`config.mk`:
```
export PLATFORM = sky130hd
export DESIGN_NAME = gphm_ram
export DESIGN_NICKNAME = d
export VERILOG_FILES = /design/src/sv/gphm_ram.sv
export SDC_FILE = /design/constraint.sdc
export NUM_CORES = 1
export LEC_CHECK = 0
export BUFFER_PORTS_ARGS = -buffer_cell sky130_fd_sc_hd__buf_2
export CAP_MARGIN = 10
export CORE_MARGIN = 2
export CORE_UTILIZATION = 25
export CTS_BUF_LIST = sky130_fd_sc_hd__clkbuf_4
export DETAILED_ROUTE_END_ITERATION = 7
export GPL_TIMING_DRIVEN = 0
export PLACE_DENSITY = 0.48
export SETUP_SLACK_MARGIN = 0.1
export SLEW_MARGIN = 30
export SYNTH_ARGS = -nofsm -noshare
export SYNTH_HDL_FRONTEND = slang
export SYNTH_SLANG_ARGS = --single-unit
```
`constraint.sdc`:
```
create_clock -name clk -period 1.73 [get_ports clk]
set_input_delay 0.173 -clock clk [delete_from_list [all_inputs] [get_ports clk]]
set_output_delay 0.173 -clock clk [all_outputs]
set_load 0.01 [all_outputs]
```
`src/sv/gphm_ram.sv`:
```
module gphm_ram #(
  parameter int WIDTH = 8,
  parameter int DEPTH = 16
) (
  input  logic                     clk,
  input  logic                     we,
  input  logic [$clog2(DEPTH)-1:0] waddr,
  input  logic [WIDTH-1:0]         wdata,
  input  logic [$clog2(DEPTH)-1:0] raddr,
  output logic [WIDTH-1:0]         rdata
);

  logic [WIDTH-1:0] mem [DEPTH];

  always_ff @(posedge clk) begin
    if (we) begin
      mem[waddr] <= wdata;
    end
    rdata <= mem[raddr];
  end

endmodule
```
==> results of run 1 <==
[power by group through the flow]
| stage | sequential (mW) | clock (mW) | combinational (mW) |
|---|---|---|---|
| 4_1_cts | 3.69 | 1.92 | 0.387 |
| 3_5_place_dp | 3.77 | 0 | 0.382 |
| 5_1_grt | 3.70 | 2.08 | 0.419 |
| 2_1_floorplan | 3.78 | 0 | 0.187 |
| 3_3_place_gp | 3.77 | 0 | 0.374 |
| 6_report | 3.69 | 1.85 | 0.387 |
[through the flow]
stage	worst slack [ns]	util [%]	std cells	hold WS, ns
detailed placement	-0.201	27.8	523	0.573
CTS	0.190	29.1	557	0.000701
floorplan	0.291	-	229	0.272
global route	0.111	29.4	563	0.117
global placement	-0.304	27.7	523	0.572
finish	0.165	29.4	563	0.192
[critical path: cells and delay by family, from the launching register on]
kind               cells  cell delay (ns)
AOI/OAI and AO/OA      1             0.36
DFF                    1             0.38
muxes                  1             0.52
and+or+nand+nor        1             0.17
[flip-flops by register name, indices dropped and copies added (netlist names)]
signal,flops
rdata,8
mem,128
[cells in the mapped netlist]
library cell     count
a22oi_1             16
and2_1               1
and2b_1              1
buf_2                3
buf_4                1
buf_6                3
clkdlybuf4s25_2      3
dfxtp_1              8
edfxtp_1           128
mux4_1              14
mux4_2              18
nand2_1              9
nand2b_1             2
nand3_1              1
nand3b_1             2
nor2_1              13
nor2b_1              1
nor3_1               4
or3b_2               1
[per-layer routing]
layer  global-route usage [%]  vias up
met5                        0        -
met4                     3.46        0
met3                     4.44        7
met2                     16.0       78
met1                     14.5     1268
li1                         -     1078
[kinds of logic (layout without fill, tap and decap cells)]
kind of cell	count (synthesis)	after routing	share of synthesized area [%]
flops	136	136	77.8
simple gates	35	35	3.18
mux	32	32	15.0
compound gates	16	16	2.33
buf+inv	10	74	1.68
[cell type report]
cell class                 count  area share (%)
timing repair buffer          32            3.37
sequential                   136            67.3
multi-input combinational     83            18.1
clock buffer                  24            3.03
buffer                        10            1.45
tap                          270            5.68
clock inverter                 8            1.03
[how the worst max path moves through the flow]
| stage | start | to | slack (ns) | depth (start not counted) |
|---|---|---|---|---|
| 6_report | mem[2][0] | rdata[0] | 0.16 | 3 |
| 3_3_place_gp | waddr[3] | mem[4][7] | -0.30 | 3 |
| 3_5_place_dp | waddr[2] | mem[2][1] | -0.20 | 3 |
| 2_1_floorplan | waddr[2] | mem[3][0] | 0.29 | 2 |
| 4_1_cts | mem[2][1] | rdata[1] | 0.19 | 3 |
| 5_1_grt | mem[1][3] | rdata[3] | 0.11 | 3 |
==> impl_metrics.csv, run 1 <==
group,metric,value,unit
logic_synthesis,synth_area_leader_cell,"edfxtp_1",
min_path,min_path_cells,2,
critical_path,worst_ep_arrival_time,1.95,ns
drt,top_layer,"met4",
critical_path,crit_slowest_cell,"mux4_1",
drt,postRouteAntennaNets,0,
timing,tightest_slew,0.873,ns
critical_path,start_kind,"flop",
critical_path,crit_chain,"mux4_1 -> a22oi_1 -> nand2_1",
clock_network,cts_root_buf,"clkbuf_4",
cells_and_area,final_common_cell,"edfxtp_1",
pwr,p_seq_share,62.2,%
logic_synthesis,yosysUniqueCellTypes,19,
die,core,20200,um^2
clock_network,path_clk_slew,0.11,ns
timing,hold_viol,0,
logic_synthesis,synthesis.nets,247,
critical_path,setup.worst_path.end_class,"flop",
logic_synthesis,syn_inst,229,
timing,slew_headroom,41.6,%
die,rows,52,
cells_and_area,mostFrequentLayoutCells,"128 x edfxtp_1, 27 x buf_2, 24 x clkbuf_4, 18 x mux4_2, 16 x a22oi_1",
die,die_h,147,um
critical_path,rr_endpoint,"rdata[0]",
drt,route.vias.total,2431,
logic_synthesis,synth_area_per_cell,22.5,um^2
min_path,hold_class,"primary input to flop",
pwr,pwr-share-clk,31.2,%
cells_and_area,area_growth,15.5,%
drt,via_per_inst,4.32,
cells_and_area,multiInputGateArea,1080,um^2
drt,drcViolationCount,0,
grt,grt_overflow,0,
placement,gp_congestion,0.743,
clock_network,cts_tree,"built",
pwr,p_int,4.64,mW
drt,wl,10.8,mm
critical_path,r2r_slack,0.16,ns
cells_and_area,finalInstanceArea,5950,um^2
pwr,p_total,5.93,mW
timing,finalCritPeriodShare,90.5,%
grt,grt_start_max_net_pins,17,
flow_run,maxCapViolations,0,
drt,route.met2.wl,5.16,mm
run_status,status,"finished clean",
placement,place.port_buffers,24,
timing,fin_crit,1.57,ns
cells_and_area,seqCellArea,4000,um^2
cells_and_area,nNetsFinal,298,
die,die_area,21800,um^2
critical_path,max_stage_delay,0.52,ns
clock_network,htree_levels,4,
timing,setup_viol,0,
clock_network,post_cts_buffers,0,
grt,antenna_found_initial,0,
grt,grt_pass1_vias,2485,
critical_path,worstPathRequired,2.12,ns
pwr,combinationalPowerShare,6.5,%
logic_synthesis,synth_warnings,0,
die,initial_core_util,25.4,%
grt,grt_pass1_wl,16.0,mm
drt,routed-wl-met3,762,um
drt,wl_per_cell,19.2,um
cells_and_area,layout-drive-gt1-share,29.4,%
logic_synthesis,yosys_register_bits,136,
critical_path,worst_r2r_path_depth,3,
timing,final.setup.tns,0,ns
logic_synthesis,synth.top_cell.area_share,74.7,%
pwr,vdd_drop_max,0.456,mV
cells_and_area,antenna_cells,0,
logic_synthesis,seq_area_frac_synth,77.8,%
drt,wl_met1,4.79,mm
pwr,p_leak,1.92,nW
min_path,hp-start,"waddr[0]",
timing,max_freq,639,MHz
critical_path,cp_max_fo,1,
pwr,p_per_area,998,nW/um^2
clock_network,cts.sinks,136,
timing,slew_viol_final,0,
logic_synthesis,synth_area_leaders,"edfxtp_1 75%, mux4_2 7.9%, mux4_1 7.1%, dfxtp_1 3.1%, a22oi_1 2.3%",
die,ioPinCount,26,
min_path,holdPathEnd,"mem[0][2]",
clock_network,ctsHoldBuffers,2,
timing,rsz0062_at_grt,"false",
clock_network,cts_buffers,17,
placement,dpl_cell_area,5630,um^2
drt,drt-initial-drc-count,234,
clock_network,ctsResizeCount,0,
pwr,netSwitchingFraction,21.8,%
logic_synthesis,synth_area,5150,um^2
critical_path,r2r_start,"mem[2][0]",
cells_and_area,n_fill_cell,1992,
critical_path,critical_path_class,"flop to flop",
grt,grt_usage,10.8,%
drt,drt_pass1_iterations,4,
clock_network,clockBufferDepth,2,
pwr,p_sw,1.30,mW
die,fp.dieW,147,um
timing,finalClockSkew,0.0120,ns
placement,hpwl,6.94,mm
clock_network,clk_latency,0.52,ns
No activity file was read; power rests on OpenSTA's default activity.
==> run 2: changes to the inputs <==
--- a/config.mk
+++ b/config.mk
@@ -9,10 +9,11 @@
 export CAP_MARGIN = 10
 export CORE_MARGIN = 2
 export CORE_UTILIZATION = 25
-export CTS_BUF_LIST = sky130_fd_sc_hd__clkbuf_4
+export CTS_BUF_LIST = sky130_fd_sc_hd__clkbuf_4 sky130_fd_sc_hd__clkbuf_8
 export DETAILED_ROUTE_END_ITERATION = 7
+export GPL_ROUTABILITY_DRIVEN = 0
 export GPL_TIMING_DRIVEN = 0
-export PLACE_DENSITY = 0.48
+export PLACE_DENSITY = 0.42
 export SETUP_SLACK_MARGIN = 0.1
 export SLEW_MARGIN = 30
 export SYNTH_ARGS = -nofsm -noshare
==> run 2 against run 1 <==
Compared with the run above: routed wire length increased by 3.8%; die area is the same; count of clock-buffer cells in the layout is 3 higher; worst hold slack got worse by 0.047 ns; cell count down 1.1%; power is 7.8% higher; largest cell class unchanged; via count fell by 3.0%; combinational power is 2% lower; clock skew rose by 0.0019 ns.
==> impl_metrics.csv, run 2 (synthesized netlist as in run 1, its figures left out) <==
group,metric,value,unit
drt,drt_pass1_iterations,4,
timing,fin_crit,1.59,ns
cells_and_area,layout-drive-gt1-share,31.8,%
clock_network,cts_root_buf,"clkbuf_8",
critical_path,setup.worst_path.end_class,"flop",
critical_path,cp_num_buf_inv,0,
placement,hpwl,7.31,mm
timing,slew_headroom,42.3,%
critical_path,cp_max_fo,1,
timing,tightest_slew,0.862,ns
critical_path,crit_family,"multiplexers",
grt,grt_overflow,0,
timing,final.setup.tns,0,ns
die,die_h,147,um
flow_run,maxCapViolations,0,
die,fp.dieW,147,um
clock_network,htree_levels,4,
cells_and_area,largest_reg_flops,128,
drt,drt-initial-drc-count,280,
placement,place.port_buffers,24,
clock_network,post_cts_buffers,0,
drt,wl,11.2,mm
die,die_area,21800,um^2
pwr,p_leak,1.94,nW
drt,wl_per_cell,20.1,um
critical_path,max_stage_delay,0.57,ns
critical_path,critical_path.startpoint,"mem[1][1]",
cells_and_area,mostFrequentLayoutCells,"128 x edfxtp_1, 27 x buf_2, 20 x clkbuf_8, 18 x mux4_2, 16 x a22oi_1",
clock_network,ctsResizeCount,0,
critical_path,critical_path_class,"flop to flop",
critical_path,r2r_slack,0.14,ns
grt,grt_start_max_net_pins,17,
critical_path,r2r_start,"mem[1][1]",
clock_network,ctsHoldBuffers,0,
min_path,hp-start,"wdata[5]",
drt,via_per_inst,4.23,
grt,grt_usage,11.1,%
die,initial_core_util,25.4,%
drt,postRouteAntennaNets,0,
critical_path,crit_chain,"mux4_1 -> a22oi_1 -> nand2_1",
placement,dp_cells,524,
timing,max_freq,627,MHz
timing,slew_viol_final,0,
critical_path,crit_slowest_cell,"mux4_1",
clock_network,cts_buffers,17,
critical_path,rr_endpoint,"rdata[1]",
timing,finalCritPeriodShare,92.2,%
critical_path,worst_r2r_path_depth,3,
run_status,status,"finished clean",
critical_path,start_kind,"flop",
timing,finalClockSkew,0.0139,ns
critical_path,worst_ep_arrival_time,1.89,ns
min_path,hold_class,"primary input to flop",
die,core,20200,um^2
min_path,holdPathEnd,"mem[7][5]",
timing,hold_viol,0,
grt,grt_pass1_wl,16.6,mm
timing,rsz0062_at_grt,"false",
clock_network,cts_tree,"built",
die,rows,52,
cells_and_area,largest-register,"mem",
critical_path,worstPathRequired,2.03,ns
cells_and_area,nNetsFinal,291,
clock_network,clockBufferDepth,2,
min_path,min_path_cells,1,
die,ioPinCount,26,
cells_and_area,final_common_cell,"edfxtp_1",
pwr,p_per_area,1070,nW/um^2
drt,drcViolationCount,0,
cells_and_area,largest_registers,"mem: 128 flops, rdata: 8 flops",
cells_and_area,area_growth,16.4,%
clock_network,clk_latency,0.43,ns
timing,setup_viol,0,
cells_and_area,finalNonFillerCells,557,
drt,route.vias.total,2357,
grt,grt_pass1_vias,2500,
pwr,vdd_drop_max,0.496,mV
grt,antenna_found_initial,0,
clock_network,cts.sinks,136,
clock_network,path_clk_slew,0.07,ns
## run 2: changes by cell type in the layout (fill, tap and decap cells not counted), moves of 3 or more
cell | before | now
clkbuf_8 | 0 | 20
dlygate4sd3_1 | 8 | 0
clkbuf_4 | 24 | 7
clkinv_1 | 3 | 0
## run 2: metal layers
| layer | wire [um] | GRT usage, % |
|---|---|---|
| met5 | 0 | 0 |
| met4 | 28 | 3.46 |
| met3 | 470 | 3.52 |
| met2 | 5320 | 16.2 |
| met1 | 5380 | 15.8 |
## run 2: worst max-delay path by stage
stage                 to  cells past startpoint
5_1_grt         rdata[2]                      3
6_report        rdata[1]                      3
3_3_place_gp   mem[8][3]                      3
2_1_floorplan  mem[3][0]                      2
3_5_place_dp   mem[1][1]                      3
4_1_cts         rdata[1]                      3
## run 2: through the flow
| step | hold WS [ns] | utilization, % | total power, mW | worst slack [ns] | area [um^2] |
|---|---|---|---|---|---|
| floorplan | 0.272 | - | 3.97 | 0.291 | 5150 |
| global placement | 0.575 | 27.7 | 4.15 | -0.342 | 5610 |
| detailed placement | 0.571 | 27.8 | 4.16 | -0.191 | 5630 |
| CTS | 0.114 | 29.6 | 6.46 | 0.172 | 5990 |
| global route | 0.126 | 29.6 | 6.66 | 0.102 | 5990 |
| finish | 0.146 | 29.6 | 6.40 | 0.135 | 5990 |
## run 2: cell type report
class | count | area, um^2
fillers | 1975 | 14200
flip-flops and latches | 136 | 4000
multi-input cells | 83 | 1080
well taps | 270 | 338
clock buffers | 27 | 328
repair buffers | 25 | 128
plain buffers | 10 | 86.3
clock inverters | 5 | 25.0
diodes | 1 | 2.50
## run 2: power breakdown
group / internal [mW] / switching, mW
logic: 0.147 / 0.232
clock network: 1.21 / 1.11
registers: 3.68 / 0.0163
